[src/hdl/ccd_pkg.sv]
// Shared widths, register indexes and reset values for the center crop decimator.
package ccd_pkg;

  // Field widths
  localparam int DIM_W   = 12;
  localparam int SCALE_W = 7;
  localparam int PHASE_W = 6;
  localparam int PIX_W   = 24;
  localparam int CFG_W   = 12;
  localparam int IDX_W   = 3;
  // out_* times scale: 4095 * 64 fits in 18 bits, one spare for the compare
  localparam int REQ_W   = 19;

  // Configuration register indexes
  typedef enum logic [IDX_W-1:0] {
    REG_SCALE      = 3'd0,
    REG_OUT_ROWS   = 3'd1,
    REG_OUT_COLS   = 3'd2,
    REG_CENTER     = 3'd3,
    REG_SRC_WIDTH  = 3'd4,
    REG_SRC_HEIGHT = 3'd5
  } reg_index_t;

  // Reset values
  localparam logic [SCALE_W-1:0] SCALE_RST   = 7'd5;
  localparam logic [PHASE_W-1:0] HALF_RST    = 6'd2;
  localparam logic [DIM_W-1:0]   OUT_DIM_RST = 12'd48;
  localparam logic [DIM_W-1:0]   SRC_DIM_RST = 12'd240;
  localparam logic [SCALE_W-1:0] SCALE_MAX   = 7'd64;

endpackage

[src/hdl/center_crop_decimator.sv]
// Center crop decimator: nearest-neighbor downsampler with optional centered crop.
//
// Takes one source pixel per item in raster order and passes on the center
// pixel of each scale x scale block, out_rows x out_cols results per frame;
// frame_last marks the final one. A frame whose source is too small gives a
// single size_error item on its frame-start pixel. The block accepts one item
// every clock while in_stall is low; an item moves through an input register
// and then a result register, where its result, if it has one, is offered.
// in_stall rises only when both registers are full and out_stall holds the
// result. Block size, half size, crop offsets and the size check are recomputed
// from the registers into flops each cycle, so a register write reaches them
// through those flops.
module center_crop_decimator
  import ccd_pkg::*;
#(
  parameter int MAX_DIM    = 4096,
  parameter int PIXEL_BITS = 24
) (
  input  logic             clk,
  input  logic             rst,
  // configuration write port
  input  logic             cfg_we,
  input  logic [IDX_W-1:0] cfg_index,
  input  logic [CFG_W-1:0] cfg_data,
  // source pixel channel
  input  logic             in_valid,
  output logic             in_stall,
  input  logic [PIX_W-1:0] pixel_in,
  input  logic             frame_start,
  // result channel
  output logic             out_valid,
  input  logic             out_stall,
  output logic [PIX_W-1:0] pixel_out,
  output logic             frame_last,
  output logic             size_error
);

  localparam int ROW_W  = $clog2(MAX_DIM);
  localparam int CMP_W  = (ROW_W > DIM_W) ? ROW_W : DIM_W;
  localparam int KEEP_W = (PIXEL_BITS < PIX_W) ? PIXEL_BITS : PIX_W;
  localparam logic [ROW_W-1:0] ROW_MAX = ROW_W'(MAX_DIM - 1);

  // Configuration registers
  logic [SCALE_W-1:0] scale;
  logic [DIM_W-1:0]   out_rows;
  logic [DIM_W-1:0]   out_cols;
  logic               center_enable;
  logic [DIM_W-1:0]   src_width;
  logic [DIM_W-1:0]   src_height;

  always_ff @(posedge clk) begin
    if (rst) begin
      scale         <= SCALE_RST;
      out_rows      <= OUT_DIM_RST;
      out_cols      <= OUT_DIM_RST;
      center_enable <= 1'b1;
      src_width     <= SRC_DIM_RST;
      src_height    <= SRC_DIM_RST;
    end else if (cfg_we) begin
      case (cfg_index)
        REG_SCALE:      scale         <= cfg_data[SCALE_W-1:0];
        REG_OUT_ROWS:   out_rows      <= cfg_data[DIM_W-1:0];
        REG_OUT_COLS:   out_cols      <= cfg_data[DIM_W-1:0];
        REG_CENTER:     center_enable <= cfg_data[0];
        REG_SRC_WIDTH:  src_width     <= cfg_data[DIM_W-1:0];
        REG_SRC_HEIGHT: src_height    <= cfg_data[DIM_W-1:0];
        default: ;
      endcase
    end
  end

  // Derived geometry: clamped scale, sampling phase, crop offsets, size check
  logic [SCALE_W-1:0] blk_scale, blk_scale_next;
  logic [PHASE_W-1:0] blk_half, blk_half_next;
  logic [DIM_W-1:0]   off_x, off_x_next;
  logic [DIM_W-1:0]   off_y, off_y_next;
  logic               size_bad, size_bad_next;
  logic [REQ_W-1:0]   req_w, req_h;

  always_comb begin
    if (scale == '0) begin
      blk_scale_next = SCALE_W'(1);
    end else if (scale > SCALE_MAX) begin
      blk_scale_next = SCALE_MAX;
    end else begin
      blk_scale_next = scale;
    end
    blk_half_next = PHASE_W'(blk_scale_next >> 1);
    req_w = REQ_W'(out_cols) * REQ_W'(blk_scale_next);
    req_h = REQ_W'(out_rows) * REQ_W'(blk_scale_next);
    size_bad_next = (req_w > REQ_W'(src_width)) || (req_h > REQ_W'(src_height));
    if (center_enable && !size_bad_next) begin
      off_x_next = DIM_W'((REQ_W'(src_width) - req_w) >> 1);
      off_y_next = DIM_W'((REQ_W'(src_height) - req_h) >> 1);
    end else begin
      off_x_next = '0;
      off_y_next = '0;
    end
  end

  always_ff @(posedge clk) begin
    if (rst) begin
      blk_scale <= SCALE_RST;
      blk_half  <= HALF_RST;
      off_x     <= '0;
      off_y     <= '0;
      size_bad  <= 1'b0;
    end else begin
      blk_scale <= blk_scale_next;
      blk_half  <= blk_half_next;
      off_x     <= off_x_next;
      off_y     <= off_y_next;
      size_bad  <= size_bad_next;
    end
  end

  // Pipeline control
  logic              s1_valid;
  logic [KEEP_W-1:0] s1_pixel;
  logic              s1_start;
  logic              out_free;
  logic              fire;

  assign out_free = !out_valid || !out_stall;
  assign in_stall = s1_valid && !out_free;
  assign fire     = s1_valid && out_free;

  // Input register
  always_ff @(posedge clk) begin
    if (rst) begin
      s1_valid <= 1'b0;
    end else if (!in_stall) begin
      s1_valid <= in_valid;
    end
  end

  always_ff @(posedge clk) begin
    if (!in_stall) begin
      s1_pixel <= pixel_in[KEEP_W-1:0];
      s1_start <= frame_start;
    end
  end

  // Scan state
  logic [DIM_W-1:0]   src_col, src_col_next, col_c;
  logic [ROW_W-1:0]   src_row, src_row_next, row_c;
  logic [PHASE_W-1:0] col_phase, col_phase_next, cp_c;
  logic [PHASE_W-1:0] row_phase, row_phase_next, rp_c;
  logic [DIM_W-1:0]   out_col_index, out_col_index_next, oci_c;
  logic [DIM_W-1:0]   out_row_index, out_row_index_next, ori_c;
  logic               frame_done, frame_done_next, done_c;

  logic               zero_out;
  logic               col_in, row_in, hit, last;
  logic [PHASE_W:0]   cp_inc, rp_inc;
  logic [DIM_W:0]     col_inc;
  logic               res_valid, res_err, res_last;

  assign zero_out = (out_rows == '0) || (out_cols == '0);

  // One item: sample decision and counter advance
  always_comb begin
    // frame start restarts the scan at source origin
    col_c  = s1_start ? '0 : src_col;
    row_c  = s1_start ? '0 : src_row;
    cp_c   = s1_start ? '0 : col_phase;
    rp_c   = s1_start ? '0 : row_phase;
    oci_c  = s1_start ? '0 : out_col_index;
    ori_c  = s1_start ? '0 : out_row_index;
    done_c = s1_start ? 1'b0 : frame_done;

    col_in = (col_c >= off_x) && (oci_c < out_cols);
    row_in = (CMP_W'(row_c) >= CMP_W'(off_y)) && (ori_c < out_rows);
    hit    = col_in && row_in && (cp_c == blk_half) && (rp_c == blk_half);
    last   = ((DIM_W+1)'(ori_c) + 1'b1 == (DIM_W+1)'(out_rows)) &&
             ((DIM_W+1)'(oci_c) + 1'b1 == (DIM_W+1)'(out_cols));

    cp_inc  = (PHASE_W+1)'(cp_c) + 1'b1;
    rp_inc  = (PHASE_W+1)'(rp_c) + 1'b1;
    col_inc = (DIM_W+1)'(col_c) + 1'b1;

    src_col_next       = col_c;
    src_row_next       = row_c;
    col_phase_next     = cp_c;
    row_phase_next     = rp_c;
    out_col_index_next = oci_c;
    out_row_index_next = ori_c;
    frame_done_next    = done_c;

    res_valid = 1'b0;
    res_err   = 1'b0;
    res_last  = 1'b0;

    if (s1_start && size_bad) begin
      res_valid       = 1'b1;
      res_err         = 1'b1;
      frame_done_next = 1'b1;
    end else if (s1_start && zero_out) begin
      frame_done_next = 1'b1;
    end else if (!done_c) begin
      if (hit) begin
        res_valid = 1'b1;
        res_last  = last;
      end
      if (hit && last) begin
        frame_done_next = 1'b1;
      end else begin
        // column phase within the block
        if (col_in) begin
          if (cp_inc >= blk_scale) begin
            col_phase_next     = '0;
            out_col_index_next = oci_c + 1'b1;
          end else begin
            col_phase_next = cp_inc[PHASE_W-1:0];
          end
        end
        // end of a source line
        if (col_inc >= (DIM_W+1)'(src_width)) begin
          src_col_next       = '0;
          col_phase_next     = '0;
          out_col_index_next = '0;
          if (row_in) begin
            if (rp_inc >= blk_scale) begin
              row_phase_next     = '0;
              out_row_index_next = ori_c + 1'b1;
            end else begin
              row_phase_next = rp_inc[PHASE_W-1:0];
            end
          end
          if (row_c != ROW_MAX) begin
            src_row_next = row_c + 1'b1;
          end
        end else begin
          src_col_next = col_inc[DIM_W-1:0];
        end
      end
    end
  end

  always_ff @(posedge clk) begin
    if (rst) begin
      src_col       <= '0;
      src_row       <= '0;
      col_phase     <= '0;
      row_phase     <= '0;
      out_col_index <= '0;
      out_row_index <= '0;
      frame_done    <= 1'b1;
    end else if (fire) begin
      src_col       <= src_col_next;
      src_row       <= src_row_next;
      col_phase     <= col_phase_next;
      row_phase     <= row_phase_next;
      out_col_index <= out_col_index_next;
      out_row_index <= out_row_index_next;
      frame_done    <= frame_done_next;
    end
  end

  // Result register
  always_ff @(posedge clk) begin
    if (rst) begin
      out_valid <= 1'b0;
    end else if (out_free) begin
      out_valid <= fire && res_valid;
    end
  end

  always_ff @(posedge clk) begin
    if (out_free && fire && res_valid) begin
      pixel_out  <= res_err ? '0 : PIX_W'(s1_pixel);
      frame_last <= res_last;
      size_error <= res_err;
    end
  end

endmodule

[config.mk]
export PLATFORM = sky130hd
export DESIGN_NAME = center_crop_decimator
export DESIGN_NICKNAME = d
export VERILOG_FILES = /design/src/hdl/ccd_pkg.sv /design/src/hdl/center_crop_decimator.sv
export SDC_FILE = /design/constraint.sdc
export NUM_CORES = 1
export LEC_CHECK = 0
export BUFFER_PORTS_ARGS = -buffer_cell sky130_fd_sc_hd__buf_2
export CAP_MARGIN = 20
export CORE_ASPECT_RATIO = 0.7
export CORE_MARGIN = 3
export CORE_UTILIZATION = 25
export CTS_CLUSTER_DIAMETER = 150
export DETAILED_ROUTE_END_ITERATION = 16
export PLACE_DENSITY = 0.47
export SYNTH_ARGS = -nofsm -noshare
export SYNTH_HDL_FRONTEND = slang
export SYNTH_SLANG_ARGS = --single-unit
[constraint.sdc]
create_clock -name clk -period 10.6 [get_ports clk]
set_input_delay 3.18 -clock clk [delete_from_list [all_inputs] [get_ports clk]]
set_output_delay 3.18 -clock clk [all_outputs]
set_load 0.01 [all_outputs]
==> metrics.cfg, run 1 <==
[outcome]
outcome = completed

[placement]
placedInstanceArea_sq_um = 19600
place.detailed.hpwl_um = 45700
place.port_buffers = 72
place.gp.congestion = 0.865

[floorplan]
fp.dieH_um = 232
effective_utilization_at_floorplan_pct = 25.3
top_level_ports = 73
core_sq_um = 71800
fp-row-count = 82
die_area_sq_um = 76100
fp.dieW_um = 328

[timing]
setup-tns-final_ps = 0
skew_ps = 22.4
period_minus_slack_ps = 7590
timing.final.setup_violations = 0
timing.final.crit_share_pct = 71.6
hold-worst-slack_ps = 449
maxSlewViolCount = 0
slew_headroom_pct = 26.0
finalHoldViolCount = 0
grt_setup_unrepaired = no
max_freq_mhz = 132
worst-slew-pin-transition_ps = 1100

[synth]
synth.area.top_cells = sky130_fd_sc_hd__dfxtp_1 (17%), sky130_fd_sc_hd__ha_1 (14%), sky130_fd_sc_hd__fa_1 (11%)
postSynth.topFlopCell = sky130_fd_sc_hd__dfxtp_1
synth_most_common_cell = sky130_fd_sc_hd__nand2_1
synth_top_area_share_pct = 16.6
syn-num-nets = 2514
ys_warn_count = 0
postSynthAreaPerCell_sq_um = 8.39
synth-async-reset-ratio_pct = 0
ys_ff_latch = 202
post_synth_num_cell_types = 82
postSynthCellCount = 2167
synthDominantAreaCellType = sky130_fd_sc_hd__dfxtp_1
netlist_top_cells_count = sky130_fd_sc_hd__nand2_1 (252), sky130_fd_sc_hd__inv_1 (251), sky130_fd_sc_hd__ha_1 (202)
synth_enable_flop_cells = 51
netlist_area_sq_um = 18200
synth-seq-area-share_pct = 25.0

[global_routing]
gr-usage-all-layers_pct = 15.2
grt_antenna_before_repair = 3
grt_first_pass_wirelength_um = 89900
grt_pass1_vias = 15100
globalRoute.totalOverflow = 0
grt_start_max_net_pins = 55

[power]
pwr_density_cell_nw_per_um2 = 111
power.ir.vdd_worst_mv = 0.108
power.leakage_nw = 8.89

[worst_setup_path]
worst_setup_path_end_kind = flip-flop
timing.reg2reg.worst_path_depth = 25
critPathLaunchType = flip-flop
timing.setup.critical_path_class = flip-flop to flip-flop
worst_ep_required_time_ps = 11080
timing.critical_path.fanout_max = 42
critPathArrivalTime_ps = 8070

[clocking]
cts-buffers-inserted = 25
worst_setup_hold_path_clk_slew_ps = 60
cts_post_setup_buffers_inserted = 0
clockBufferDepth = 3
post_cts.resized_instances = 0
postCtsHoldBufs = 0
cts-root-buf = sky130_fd_sc_hd__clkbuf_16
cts_tree = yes
htree_levels = 1
numClockSinks = 202
insertion_delay_ps = 580

[cells_and_area]
final_layout_size_suffix_gt1_share_pct = 7.72
largestRegisters = pixel_out: 24 flops, s1_pixel: 24 flops
final_nets = 2544
num_antenna_cells = 0
design_area_sq_um = 20400
synthToLayoutAreaGrowth_pct = 12.2

[detailed_routing]
drt-pass1-iter-count = 5
wl_per_cell_um = 18.4
drc = 0
vias_per_cell = 4.82
via_count = 15300
first_iter_violations = 1099
antenna_viol_nets_final = 0
wirelength_um = 58700

[min_path]
worst_hold_path_type = flip-flop to flip-flop
min_delay_path_depth = 1

[flow_run]
max_cap_violations = 0

==> cell families (layout without fill, tap and decap cells) <==
logic type / after synthesis / count (layout) / synth area share, %
AND/OR/NAND/NOR: 782 / 782 / 22.2
AO/OA/AOI/OAI: 429 / 429 / 15.3
buffers and inverters: 346 / 395 / 7.39
adder cells (fa/ha/maj): 302 / 302 / 24.9
flip-flops: 202 / 202 / 25.0
XOR/XNOR: 90 / 90 / 4.33
multiplexers: 16 / 16 / 0.887
==> placed cells by master (no fill, tap or decap), drive strengths merged, types with 8 or more instances in the layout <==
master and instances:
o21a 11, ha 202, nor4 16, nand4 23
a22o 19, a211o 8, buf 96, o21ai 94
a21oi 126, or3 9, nor2 113, clkbuf 29
nor3 36, a31oi 18, and4 8, nand2 252
xnor2 63, o21bai 10, a211oi 8, xor2 27
a32o 9, a21o 33, and3 18, nand3 50
nor2b 63, o211ai 28, o31ai 9, fa 100
mux2i 15, or2 10, and2 123, edfxtp 51
nand2b 24, inv 253, dfxtp 151, clkinv 13
==> worst paths after layout <==
check / endpoint / from / slack [ps]
setup / recovery: off_y[9] / scale[6] / 3010
hold / removal: out_row_index[11] / out_row_index[11] / 450
setup reg to reg: off_y[9] / scale[6] / 3010
hold reg to reg: out_row_index[11] / out_row_index[11] / 450
==> routing by layer <==
metal  track usage, %  share of wire (%)  vias to the layer above
met5                0                  0                        -
met4             2.52                1.5                        0
met3             3.49                7.0                       52
met2             21.4                 40                      376
met1             23.5                 52                     7475
li1                 -                  -                     7445
==> stage by stage <==
step           util (%)  std cells  power, mW  worst slack (ps)
5_1_grt            28.4       3182       2.37              2530
4_1_cts            28.4       3179       2.29              2960
3_3_place_gp       27.2       3132       1.39              2830
3_5_place_dp       27.2       3133       1.40              2990
6_report           28.4       3182       2.26              3010
2_1_floorplan         -       2167       1.22              3290
==> cell type report <==
cell class / instances / area, sq um
fillers: 7749 / 51400
multi-input cells: 1619 / 12300
flip-flops and latches: 202 / 4550
well taps: 966 / 1210
inverters: 253 / 950
clock buffers: 29 / 651
repair buffers: 96 / 576
clock inverters: 17 / 159
==> where the power goes <==
part,internal [mW],leakage [nW],switching [mW],total (mW)
combinational,0.191,6.77,0.335,0.526
sequential,0.830,1.72,0.0260,0.856
clock,0.492,0.398,0.382,0.874
total,1.51,8.89,0.743,2.26
==> worst max-delay path, cell delays in order (launching register included) <==
cell	delay [ps]
sky130_fd_sc_hd__dfxtp_1	320
sky130_fd_sc_hd__buf_4	270
sky130_fd_sc_hd__nor2b_2	610
sky130_fd_sc_hd__buf_4	310
sky130_fd_sc_hd__and2_1	170
sky130_fd_sc_hd__fa_1	430
sky130_fd_sc_hd__fa_1	470
sky130_fd_sc_hd__fa_1	540
sky130_fd_sc_hd__inv_1	50
sky130_fd_sc_hd__fa_1	530
sky130_fd_sc_hd__inv_1	40
sky130_fd_sc_hd__ha_1	330
sky130_fd_sc_hd__a21boi_1	380
sky130_fd_sc_hd__o21ai_0	130
sky130_fd_sc_hd__nand2b_1	80
sky130_fd_sc_hd__a21oi_1	70
sky130_fd_sc_hd__xnor2_1	410
sky130_fd_sc_hd__ha_1	280
sky130_fd_sc_hd__and4_1	220
sky130_fd_sc_hd__nand2_1	80
sky130_fd_sc_hd__o32ai_1	540
sky130_fd_sc_hd__nand4_1	140
sky130_fd_sc_hd__nor4_1	420
sky130_fd_sc_hd__nand4_1	140
sky130_fd_sc_hd__buf_4	250
sky130_fd_sc_hd__nor3b_1	240
Power figures use the tool's default switching activity.
==> inputs of run 2 (changes only) <==
--- a/config.mk
+++ b/config.mk
@@ -5,6 +5,7 @@
 export SDC_FILE = /design/constraint.sdc
 export NUM_CORES = 1
 export LEC_CHECK = 0
+export ABC_AREA = 1
 export BUFFER_PORTS_ARGS = -buffer_cell sky130_fd_sc_hd__buf_2
 export CAP_MARGIN = 20
 export CORE_ASPECT_RATIO = 0.7
@@ -12,7 +13,7 @@
 export CORE_UTILIZATION = 25
 export CTS_CLUSTER_DIAMETER = 150
 export DETAILED_ROUTE_END_ITERATION = 16
-export PLACE_DENSITY = 0.47
+export PLACE_DENSITY = 0.48
 export SYNTH_ARGS = -nofsm -noshare
 export SYNTH_HDL_FRONTEND = slang
 export SYNTH_SLANG_ARGS = --single-unit
==> constraint.sdc (replaced) <==
create_clock -name clk -period 6.5 [get_ports clk]
set_input_delay 1.95 -clock clk [delete_from_list [all_inputs] [get_ports clk]]
set_output_delay 1.95 -clock clk [all_outputs]
set_load 0.01 [all_outputs]
==> metrics.cfg, run 2 <==
[synth]
netlist_top_cells_count = sky130_fd_sc_hd__nand2_1 (694), sky130_fd_sc_hd__inv_1 (447), sky130_fd_sc_hd__nor2_1 (283)
syn-num-nets = 3127  ; +24%
synth-async-reset-ratio_pct = 0  ; unchanged
post_synth_num_cell_types = 49  ; -40%
postSynthCellCount = 2780  ; +28%
synthDominantAreaCellType = sky130_fd_sc_hd__dfxtp_1
synth_most_common_cell = sky130_fd_sc_hd__nand2_1
synth.area.top_cells = sky130_fd_sc_hd__dfxtp_1 (16%), sky130_fd_sc_hd__nand2_1 (13%), sky130_fd_sc_hd__ha_1 (13%)
ys_ff_latch = 202  ; unchanged
synth_top_area_share_pct = 15.6  ; -1.0 points
postSynthAreaPerCell_sq_um = 6.97  ; -17%
postSynth.topFlopCell = sky130_fd_sc_hd__dfxtp_1
netlist_area_sq_um = 19400  ; +6.5%
synth-seq-area-share_pct = 23.5  ; -1.5 points
ys_warn_count = 0  ; unchanged
synth_enable_flop_cells = 51  ; unchanged

[global_routing]
grt_start_max_net_pins = 70  ; +27%
globalRoute.totalOverflow = 0  ; unchanged
grt_antenna_before_repair = 2  ; -1
grt_first_pass_wirelength_um = 103000  ; +14%
grt_pass1_vias = 17300  ; +15%
gr-usage-all-layers_pct = 16.2  ; +0.96 points

[timing]
finalHoldViolCount = 0  ; unchanged
maxSlewViolCount = 0  ; unchanged
skew_ps = 24.9  ; +2.48 ps
max_freq_mhz = 160  ; +21%
period_minus_slack_ps = 6250  ; -1340 ps
setup-tns-final_ps = 0  ; unchanged
timing.final.setup_violations = 0  ; unchanged
timing.final.crit_share_pct = 96.1  ; +25 points
worst-slew-pin-transition_ps = 971  ; -132 ps
slew_headroom_pct = 35.2  ; +9.2 points

[detailed_routing]
via_count = 17800  ; +16%
drc = 0  ; unchanged
wl_per_cell_um = 16.9  ; -8.3%
first_iter_violations = 1256  ; +14%
met2_wirelength_um = 25600  ; +10%
antenna_viol_nets_final = 0  ; unchanged
wirelength_um = 66700  ; +14%
wirelength_met1_um = 34700  ; +14%
maxUsedRoutingLayer = met5
drt-pass1-iter-count = 6  ; +1
vias_per_cell = 4.52  ; -6.3%
wl_met3_um = 5040  ; +22%

[floorplan]
die_area_sq_um = 80900  ; +6.3%
fp-row-count = 84  ; +2.4%
fp.dieH_um = 239  ; +3.1%
top_level_ports = 73  ; unchanged
effective_utilization_at_floorplan_pct = 25.5  ; +0.19 points
fp.dieW_um = 339  ; +3.1%
core_sq_um = 75900  ; +5.7%

[cells_and_area]
design_area_sq_um = 22600  ; +11%
mostFrequentLayoutCell = sky130_fd_sc_hd__nand2_1
layout.cells.most_common_list = sky130_fd_sc_hd__nand2_1 (690), sky130_fd_sc_hd__inv_1 (446), sky130_fd_sc_hd__nor2_1 (267)
final_layout_size_suffix_gt1_share_pct = 10.9  ; +3.2 points
final_nets = 3237  ; +27%
fillerInstances = 8426  ; +8.7%
multiInputGateArea_sq_um = 12900  ; +4.8%
largestRegisters = pixel_out: 24 flops, s1_pixel: 24 flops
regArea_sq_um = 4560  ; +0.11%
synthToLayoutAreaGrowth_pct = 16.7

[power]
swShare_pct = 37.3  ; +4.4 points
power_mw = 4.51  ; +100%
p_clk_share_pct = 35.8  ; -2.9 points
power.leakage_nw = 11.0  ; +23%
power.ir.vdd_worst_mv = 0.167  ; +55%
power_switching_mw = 1.68  ; +130%
p_seq_share_pct = 31.2  ; -6.8 points
power.internal_mw = 2.83  ; +87%
pwr_density_cell_nw_per_um2 = 200  ; +80%
power.combinational.fraction_pct = 33.0  ; +9.7 points

[worst_setup_path]
timing.setup.critical_path_class = flip-flop to flip-flop
critical_path.endpoint = off_y[2]
worst_setup_path_end_kind = flip-flop
timing.critical_path.fanout_max = 8  ; -81%
worstPathBufferInverterCount = 7  ; +2
regToRegEndpoint = off_y[2]
critical_path.slowest_cell = sky130_fd_sc_hd__fa_1
critical_path.max_stage_delay_ps = 600  ; about the same
critical_path.top_delay_family = adder cells
worst_ep_required_time_ps = 7010  ; -4070 ps
critical_path.reg2reg.startpoint = scale[6]
critPathLaunchType = flip-flop
timing.reg2reg.worst_path_depth = 27  ; +8.0%
regToRegSetupSlack_ps = 250  ; -2760 ps
timing.critical_path.from = scale[6]
critPathArrivalTime_ps = 6750  ; -1320 ps
timing.critical_path.depth = 27  ; +8.0%

[flow_run]
max_cap_violations = 0  ; unchanged

[placement]
place.detailed.hpwl_um = 51500  ; +13%
place.gp.congestion = 0.885  ; +2.3%
placedInstanceArea_sq_um = 21200  ; +8.6%
place.port_buffers = 72  ; unchanged

[min_path]
min_delay_path_depth = 2  ; +1
worst_hold_path_type = flip-flop to flip-flop

[clocking]
worst_setup_hold_path_clk_slew_ps = 60  ; about the same
numClockSinks = 202  ; unchanged
insertion_delay_ps = 590  ; about the same
cts-buffers-inserted = 26  ; +4.0%
cts_tree = yes
clockBufferDepth = 3  ; unchanged
postCtsHoldBufs = 0  ; unchanged
htree_levels = 1  ; unchanged
cts-root-buf = sky130_fd_sc_hd__clkbuf_16

[outcome]
outcome = completed

## run 2: cells by family after synthesis
kind of cell / synth area share (%)
DFF: 23.5
buffers and inverters: 11.1
AOI/OAI and AO/OA: 10.6
adders and majority gates: 23.4
xor gates and xnor gates: 3.42
and+or+nand+nor: 28.0
## run 2: power by group through the flow
stage                     registers, mW  logic (mW)  clock network [mW]
after floorplan                    1.42       0.953                   0
after global placement             1.44        1.38                   0
after detailed placement           1.44        1.36                   0
after CTS                          1.41        1.38                1.67
after global routing               1.42        1.68                1.70
final                              1.41        1.49                1.61
## run 2: what timing repair did
item,CTS,global route
setup buffers,0,13
cloned,0,2
endpoints found under the setup margin,17,25
gates resized for setup,1,69
pin swaps,0,23
hold endpoints to repair,0,0
## run 2: worst min-delay path by stage
| stage | from | endpoint | slack [ps] |
|---|---|---|---|
| after floorplan | center_enable | center_enable | 440 |
| final | col_phase[4] | col_phase[4] | 470 |
| after global placement | src_row[1] | src_row[1] | 450 |
| after CTS | src_row[10] | src_row[10] | 470 |
| after detailed placement | src_row[10] | src_row[10] | 460 |
| after global routing | src_col[4] | src_col[4] | 480 |
## run 2: layer usage
| metal | vias to the layer above | track usage [%] |
|---|---|---|
| met5 | - | 0 |
| li1 | 9098 | - |
| met2 | 465 | 22.6 |
| met4 | 2 | 3.52 |
| met3 | 81 | 4.21 |
| met1 | 8188 | 24.5 |
## run 2: final cells by class
class                           count  share of cell area [%]
Timing Repair Buffer              166                    5.10
Clock buffer                       32                    3.25
Multi-Input combinational cell   2025                    57.0
Antenna cell                        2                  0.0221
Clock inverter                     16                   0.864
Sequential cell                   202                    20.2
Tap cell                         1032                    5.71
Inverter                          469                    7.82
## run 2: per-stage QoR
stage          hold slack (ps)  setup WS (ps)  std cells  utilization [%]
6_report                   465            254       3944             29.8
3_3_place_gp               454            142       3879             28.0
3_5_place_dp               456           18.5       3879             28.0
5_1_grt                    480          -39.7       3942             29.8
2_1_floorplan              443            251       2780                -
4_1_cts                    466           22.3       3927             29.2
## run 2: worst min-delay path: stages, from the launching register on
cell and delay [ps]:
sky130_fd_sc_hd__dfxtp_1 310, sky130_fd_sc_hd__nand2_1 60, sky130_fd_sc_hd__a21oi_1 50
